`config.mk`:
```
export PLATFORM = sky130hd
export DESIGN_NAME = servo_balance_mode_controller_core
export DESIGN_NICKNAME = d
export VERILOG_FILES = /design/src/sv/sbmc_pkg.sv /design/src/sv/servo_balance_mode_controller_core.sv /design/src/sv/sbmc_servo_step.sv
export VERILOG_INCLUDE_DIRS = /design/src /design/src/sv
export SDC_FILE = /design/constraint.sdc
export NUM_CORES = 1
export LEC_CHECK = 0
export BUFFER_PORTS_ARGS = -buffer_cell sky130_fd_sc_hd__clkbuf_2
export CAP_MARGIN = 15
export CORE_MARGIN = 4
export CORE_UTILIZATION = 65
export DETAILED_ROUTE_END_ITERATION = 16
export MAX_ROUTING_LAYER = met4
export PLACE_DENSITY = 0.89
export SETUP_SLACK_MARGIN = 0.05
export SLEW_MARGIN = 5
export SYNTH_ARGS = -nofsm -noshare
export SYNTH_HDL_FRONTEND = slang
export SYNTH_SLANG_ARGS = --single-unit
```
`constraint.sdc`:
```
create_clock -name clk -period 31.4 [get_ports clk]
set_clock_uncertainty 0.15 [all_clocks]
set_input_delay 1.57 -clock clk [delete_from_list [all_inputs] [get_ports clk]]
set_output_delay 1.57 -clock clk [all_outputs]
set_load 0.1 [all_outputs]
```
`src/sv/assert_macros.svh`:
```
// Assertion macros shared by the RTL files.
// No dependencies; files that check take this in by include.
`ifndef ASSERT_MACROS_SVH
`define ASSERT_MACROS_SVH
`ifndef SYNTH
// Check a property on each clock edge outside reset.
`define SBMC_ASSERT(label, clk, rst, prop) \
  label: assert property (@(posedge clk) disable iff (rst) prop) \
    else $error("sbmc assertion failed");
// Check a property on each clock edge, reset included.
`define SBMC_ASSERT_ALWAYS(label, clk, prop) \
  label: assert property (@(posedge clk) prop) \
    else $error("sbmc assertion failed");
`else
`define SBMC_ASSERT(label, clk, rst, prop)
`define SBMC_ASSERT_ALWAYS(label, clk, prop)
`endif
`endif

```
`src/sv/sbmc_pkg.sv`:
```
// Types and constants of the servo balance mode controller.
// No dependencies; used by sbmc_servo_step and the top level.
package sbmc_pkg;

  localparam int ANGLE_FRAC_BITS = 8;
  localparam int GAIN_FRAC_BITS  = 8;
  localparam int HALF_TURN       = 180 << ANGLE_FRAC_BITS;
  localparam int FULL_TURN       = 2 * HALF_TURN;

  // Operation codes
  localparam logic [2:0] OP_TICK      = 3'd0;
  localparam logic [2:0] OP_ON        = 3'd1;
  localparam logic [2:0] OP_OFF       = 3'd2;
  localparam logic [2:0] OP_REF_START = 3'd3;
  localparam logic [2:0] OP_REF_STOP  = 3'd4;

  // Mode codes
  localparam logic [1:0] MODE_OFF = 2'd0;
  localparam logic [1:0] MODE_REF = 2'd1;
  localparam logic [1:0] MODE_BAL = 2'd2;

  // Configuration register indexes
  localparam logic [2:0] CFG_GAIN          = 3'd0;
  localparam logic [2:0] CFG_GAIN_NEGATIVE = 3'd1;
  localparam logic [2:0] CFG_DEADBAND      = 3'd2;
  localparam logic [2:0] CFG_CENTER        = 3'd3;
  localparam logic [2:0] CFG_MIN_SAFE      = 3'd4;
  localparam logic [2:0] CFG_MAX_SAFE      = 3'd5;
  localparam logic [2:0] CFG_MAX_STEP      = 3'd6;

  // Reset values
  localparam logic [11:0] GAIN_RST     = 12'd384;
  localparam logic [15:0] DEADBAND_RST = 16'(((7 << ANGLE_FRAC_BITS) / 10) & 16'hffff);
  localparam logic [15:0] CENTER_RST   = 16'((90 << ANGLE_FRAC_BITS) & 16'hffff);
  localparam logic [15:0] MIN_SAFE_RST = 16'((20 << ANGLE_FRAC_BITS) & 16'hffff);
  localparam logic [15:0] MAX_SAFE_RST = 16'((160 << ANGLE_FRAC_BITS) & 16'hffff);
  localparam logic [15:0] MAX_STEP_RST = 16'((1 << ANGLE_FRAC_BITS) & 16'hffff);

  typedef struct packed {
    logic [11:0] gain;
    logic        gain_negative;
    logic [15:0] deadband;
    logic [15:0] center_angle;
    logic [15:0] min_safe_angle;
    logic [15:0] max_safe_angle;
    logic [15:0] max_step;
  } cfg_t;

endpackage

```
`src/sv/servo_balance_mode_controller_core.sv`:
```
// Servo balance mode controller: mode machine plus proportional servo loop.
// An item passes from input transfer to result transfer through the input register, then the result register.
// Throughput: one item per cycle while the output is not stalled; the servo step is one pass of logic between the two.
// Reset (rst, synchronous): mode off, LED off, no blink, reference 0,
// servo position at the center reset value, configuration at its reset values.
module servo_balance_mode_controller_core (
  input  logic               clk,
  input  logic               rst,
  input  logic               in_valid,
  output logic               in_stall,
  input  logic [2:0]         operation,
  input  logic signed [16:0] pitch_angle,
  output logic               out_valid,
  input  logic               out_stall,
  output logic [15:0]        servo_cmd,
  output logic               servo_update,
  output logic [1:0]         mode,
  output logic               led_on,
  output logic               led_blink,
  input  logic               cfg_valid,
  output logic               cfg_ready,
  input  logic [2:0]         cfg_index,
  input  logic [15:0]        cfg_data
);
  import sbmc_pkg::*;
`include "assert_macros.svh"

  cfg_t               cfg;
  logic               s1_valid;
  logic [2:0]         s1_op;
  logic signed [16:0] s1_pitch;
  logic               s1_adv;

  logic [1:0]         mode_reg;
  logic               blinking;
  logic signed [17:0] reference_angle;
  logic [15:0]        servo_position;
  logic               led_level;

  logic [1:0]         mode_next;
  logic               blinking_next;
  logic signed [17:0] reference_next;
  logic [15:0]        position_next;
  logic               led_next;
  logic [15:0]        angle_next;
  logic               update_next;
  logic [15:0]        step_position;

  assign cfg_ready = 1'b1;
  assign s1_adv    = s1_valid && (!out_valid || !out_stall);
  assign in_stall  = s1_valid && !s1_adv;

  // configuration registers
  always_ff @(posedge clk) begin
    if (rst) begin
      cfg.gain           <= GAIN_RST;
      cfg.gain_negative  <= 1'b0;
      cfg.deadband       <= DEADBAND_RST;
      cfg.center_angle   <= CENTER_RST;
      cfg.min_safe_angle <= MIN_SAFE_RST;
      cfg.max_safe_angle <= MAX_SAFE_RST;
      cfg.max_step       <= MAX_STEP_RST;
    end else if (cfg_valid && cfg_ready) begin
      unique case (cfg_index)
        CFG_GAIN:          cfg.gain           <= cfg_data[11:0];
        CFG_GAIN_NEGATIVE: cfg.gain_negative  <= cfg_data[0];
        CFG_DEADBAND:      cfg.deadband       <= cfg_data;
        CFG_CENTER:        cfg.center_angle   <= cfg_data;
        CFG_MIN_SAFE:      cfg.min_safe_angle <= cfg_data;
        CFG_MAX_SAFE:      cfg.max_safe_angle <= cfg_data;
        CFG_MAX_STEP:      cfg.max_step       <= cfg_data;
        default: ;
      endcase
    end
  end

  sbmc_servo_step u_step (
    .cfg             (cfg),
    .reference_angle (reference_angle),
    .pitch_angle     (s1_pitch),
    .position        (servo_position),
    .position_next   (step_position)
  );

  always_comb begin
    mode_next      = mode_reg;
    blinking_next  = blinking;
    reference_next = reference_angle;
    position_next  = servo_position;
    led_next       = led_level;
    angle_next     = servo_position;
    update_next    = 1'b0;
    case (s1_op)
      OP_TICK: begin
        if (mode_reg == MODE_BAL) begin
          position_next = step_position;
          angle_next    = step_position;
          update_next   = 1'b1;
        end
      end
      OP_ON: begin
        mode_next = MODE_REF;
        led_next  = 1'b1;
      end
      OP_OFF: begin
        mode_next   = MODE_OFF;
        led_next    = 1'b0;
        angle_next  = cfg.center_angle;
        update_next = 1'b1;
      end
      OP_REF_START: begin
        blinking_next = 1'b1;
      end
      OP_REF_STOP: begin
        if (blinking) begin
          blinking_next  = 1'b0;
          led_next       = 1'b1;
          mode_next      = MODE_BAL;
          reference_next = 18'(s1_pitch);
        end
      end
      default: ;
    endcase
  end

  // input register, controller state and result register
  always_ff @(posedge clk) begin
    if (rst) begin
      s1_valid        <= 1'b0;
      out_valid       <= 1'b0;
      mode_reg        <= MODE_OFF;
      blinking        <= 1'b0;
      reference_angle <= '0;
      servo_position  <= CENTER_RST;
      led_level       <= 1'b0;
    end else begin
      if (in_valid && !in_stall) begin
        s1_valid <= 1'b1;
      end else if (s1_adv) begin
        s1_valid <= 1'b0;
      end
      if (s1_adv) begin
        out_valid       <= 1'b1;
        mode_reg        <= mode_next;
        blinking        <= blinking_next;
        reference_angle <= reference_next;
        servo_position  <= position_next;
        led_level       <= led_next;
      end else if (!out_stall) begin
        out_valid <= 1'b0;
      end
    end
  end

  // payload registers: load on transfer, hold otherwise
  always_ff @(posedge clk) begin
    if (in_valid && !in_stall) begin
      s1_op    <= operation;
      s1_pitch <= pitch_angle;
    end
    if (s1_adv) begin
      servo_cmd    <= angle_next;
      servo_update <= update_next;
      mode         <= mode_next;
      led_on       <= led_next;
      led_blink    <= (mode_next == MODE_REF) && blinking_next;
    end
  end

  `SBMC_ASSERT(a_blink_only_in_ref, clk, rst, out_valid && led_blink |-> mode == MODE_REF)
  `SBMC_ASSERT(a_bal_update_tracks, clk, rst, out_valid && servo_update && mode == MODE_BAL |-> servo_cmd == servo_position)
  `SBMC_ASSERT(a_off_sends_center, clk, rst, out_valid && servo_update && mode == MODE_OFF |-> servo_cmd == cfg.center_angle)

endmodule

```
`src/sv/sbmc_servo_step.sv`:
```
// One proportional servo step: wrap, deadband, gain, clamp and slew limit.
// Depends on sbmc_pkg for cfg_t and the angle constants.
module sbmc_servo_step (
  input  sbmc_pkg::cfg_t      cfg,
  input  logic signed [17:0]  reference_angle,
  input  logic signed [16:0]  pitch_angle,
  input  logic        [15:0]  position,
  output logic        [15:0]  position_next
);
  import sbmc_pkg::*;

  logic signed [18:0] err_raw;
  logic signed [18:0] err_wrap;
  logic               err_neg;
  logic        [16:0] err_mag;
  logic        [16:0] mag_db;
  logic        [28:0] prod_full;
  logic        [20:0] prod;
  logic               dir_neg;
  logic signed [22:0] target_raw;
  logic        [15:0] target;
  logic signed [17:0] diff;
  logic signed [17:0] step_s;

  always_comb begin
    err_raw = 19'(reference_angle) - 19'(pitch_angle);
    // one turn of correction always suffices for the input range
    if (err_raw > $signed(19'(HALF_TURN))) begin
      err_wrap = err_raw - $signed(19'(FULL_TURN));
    end else if (err_raw < -$signed(19'(HALF_TURN))) begin
      err_wrap = err_raw + $signed(19'(FULL_TURN));
    end else begin
      err_wrap = err_raw;
    end

    err_neg = err_wrap[18];
    err_mag = err_neg ? 17'(-err_wrap) : 17'(err_wrap);
    mag_db  = (err_mag < {1'b0, cfg.deadband}) ? 17'd0 : err_mag;

    // round half away from zero on the magnitude
    prod_full = 29'(mag_db) * 29'(cfg.gain) + 29'(1 << (GAIN_FRAC_BITS - 1));
    prod      = prod_full[28:GAIN_FRAC_BITS];
    dir_neg   = (err_neg && (mag_db != 17'd0)) ^ cfg.gain_negative;

    target_raw = dir_neg ? $signed(23'(cfg.center_angle)) - $signed(23'(prod))
                         : $signed(23'(cfg.center_angle)) + $signed(23'(prod));

    if (target_raw < $signed(23'(cfg.min_safe_angle))) begin
      target = cfg.min_safe_angle;
    end else if (target_raw > $signed(23'(cfg.max_safe_angle))) begin
      target = cfg.max_safe_angle;
    end else begin
      target = target_raw[15:0];
    end

    diff   = $signed(18'(target)) - $signed(18'(position));
    step_s = $signed(18'(cfg.max_step));
    if (diff > step_s) begin
      position_next = 16'(18'(position) + 18'(cfg.max_step));
    end else if (diff < -step_s) begin
      position_next = 16'(18'(position) - 18'(cfg.max_step));
    end else begin
      position_next = target;
    end
  end

endmodule
```
==> out/metrics.yaml <==
detailed_routing:
  ant_nets: 0
  wirelength_um: 63500
  num_vias: 20200
  viasPerCell: 6.30
  wl_per_cell_um: 19.8
  drt_iter0_drc: 2500
  drt_first_pass_iters: 6
  drcViolationCount: 0
timing:
  rsz0062_at_grt: "no"
  worstMarginPinSlew_ps: 1140
  timing.final.hold_violations: 0
  tns_ps: 0
  layout_setup_ws_ps: 8870
  post-route-period-util_pct: 71.8
  finalSetupViolations: 0
  slew_violations: 0
  fmax_mhz: 44.4
  fin_crit_ps: 22530
  maxSlewHeadroom_pct: 23.3
logic_synthesis:
  synth.distinct_cells: 107
  ys_seq_area_share_pct: 17.7
  synth-edff-count: 41
  ys_warn_count: 0
  syn_area_per_cell_um2: 7.93
  async_reset_ff_share_pct: 0
  synth_cells: 2753
  ys.flop_type: "dfxtp_1"
  netlist_area_um2: 21800
  ys_ff_latch: 173
grt:
  track_usage_pct: 35.9
  antenna_found_initial: 2
  grt_overflow: 0
  grt_max_degree: 100
  grt_pass1_wl_um: 103000
  grt_pass1_vias: 19700
placed_design:
  dp_hpwl_um: 50700
  port-buffer-count: 66
  dp_slack_ps: 9500
  gp_congestion: 1.00
  dp.cells: 3169
status:
  run_status: "finished, final reports clean"
final_layout:
  final_util_pct: 70.1
  nets: 3202
  largest_reg_flops: 93
  nFillCells: 2718
  largest_register: "cfg"
  layout_commonest_cell: "nand2_1"
  area_delta_synth_final_pct: 5.44
  drive_above_1_share_pct: 6.23
  final_cell_mix: "nand2_1 (421), inv_1 (339), ha_1 (254), a21oi_1 (231), nor2_1 (162)"
  fin_cells: 3205
  reg_top3: "cfg: 93 flops, reference_angle: 17 flops, s1_pitch: 17 flops"
worst_setup_path:
  arrival_ps: 22570
  criticalPathCategory: "reg -> reg"
  cp.required_ps: 31430
  critPathMaxStageDelay_ps: 780
  cp-start-kind: "flip-flop"
  end_kind: "flip-flop"
  critical_path_buf_inv_count: 3
  critPathTopFamily: "compound AO/OA/AOI/OAI gates"
  cp_max_fo: 65
  crit_slowest_cell: "or2_2"
  cpMostUsedCell: "a21oi_1"
hold_path:
  hp-class: "reg -> reg"
floorplanning:
  rows: 66
  coreArea_um2: 32900
  ios: 68
  die_w_um: 191
  dieArea_um2: 36600
  initial_core_util_pct: 66.4
  die_h_um: 191
clock_tree:
  cts_made_buffers: 17
  hold_buffers: 0
  clk_pin_slew_ps: 70
  clock-sinks: 173
  cts_resized: 0
  cts-root-buf: "clkbuf_16"
  cts_setup_buffers: 0
  clkLatencyLatePin_ps: 440
  cts_tree: "built"
  clockBufferDepth: 2
  h-tree-depth: 4
job:
  drv_cap: 0
-- cell usage after synthesis, types with 26 or more instances --
cell type | number | area share, %
clkbuf_1 | 91 | 1.6
nand3_1 | 36 | 0.83
a21o_1 | 36 | 1.2
o21bai_1 | 26 | 0.89
and3_1 | 66 | 1.9
o21a_1 | 29 | 1.0
nor3_1 | 47 | 1.1
and2_1 | 47 | 1.3
fa_1 | 156 | 14
inv_1 | 339 | 5.8
xnor2_1 | 64 | 2.6
a21oi_1 | 231 | 5.3
nand2_1 | 421 | 7.2
ha_1 | 254 | 15
nand2b_1 | 28 | 0.80
nor2_1 | 163 | 2.8
edfxtp_1 | 41 | 5.6
xor2_1 | 32 | 1.3
dfxtp_1 | 132 | 12
o21ai_0 | 77 | 1.8
nor2b_1 | 31 | 0.89
-- kinds of logic after synthesis --
group | count (synthesis) | synth area share, %
and+or+nand+nor | 935 | 19.9
AOI/OAI and AO/OA | 655 | 20.3
buffers and inverters | 459 | 8.12
adders and majority gates | 411 | 28.9
DFF | 173 | 17.7
xor gates and xnor gates | 98 | 4.00
muxes | 20 | 0.974
other | 2 | 0.0344
-- through the flow --
stage / hold WS (ps) / instance area [um^2]
CTS: 307 / 23000
floorplan: 286 / 21900
global placement: 291 / 22400
detailed placement: 299 / 22400
finish: 306 / 23000
global route: 325 / 23000
-- layout make-up --
| cell class | instances | area (um^2) | share of cell area [%] |
|---|---|---|---|
| Timing Repair Buffer | 82 | 453 | 1.97 |
| Clock inverter | 14 | 148 | 0.641 |
| Multi-Input combinational cell | 2132 | 16300 | 70.6 |
| Tap cell | 442 | 553 | 2.40 |
| Antenna cell | 2 | 5.00 | 0.0217 |
| Inverter | 342 | 1280 | 5.58 |
| Clock buffer | 18 | 450 | 1.96 |
| Sequential cell | 173 | 3870 | 16.8 |
-- tightest hold or removal path: cells and delay by family, from the launching register on --
family,cells,cell delay (ps)
flops,1,310
simple gates,1,50
compound gates,1,50
-- layer usage --
metal,wire length (um),up-vias,global-route usage [%]
met5,0,-,-
met4,2830,0,14.4
met3,5860,192,4.13
met2,28400,1055,55.5
met1,26500,9558,48.5
li1,-,9381,-
-- path summary, 6_finish.rpt --
path	from	to	slack (ps)	cells after the start
setup reg to reg	s1_pitch[4]	servo_cmd[7]	8870	81
setup / recovery	s1_pitch[4]	servo_cmd[7]	8870	81
hold reg to reg	cfg[72]	cfg[72]	310	2
hold / removal	cfg[72]	cfg[72]	310	2
Power is not shown: default switching activity piles up to over one toggle a cycle in this logic, so the estimate is an artifact.
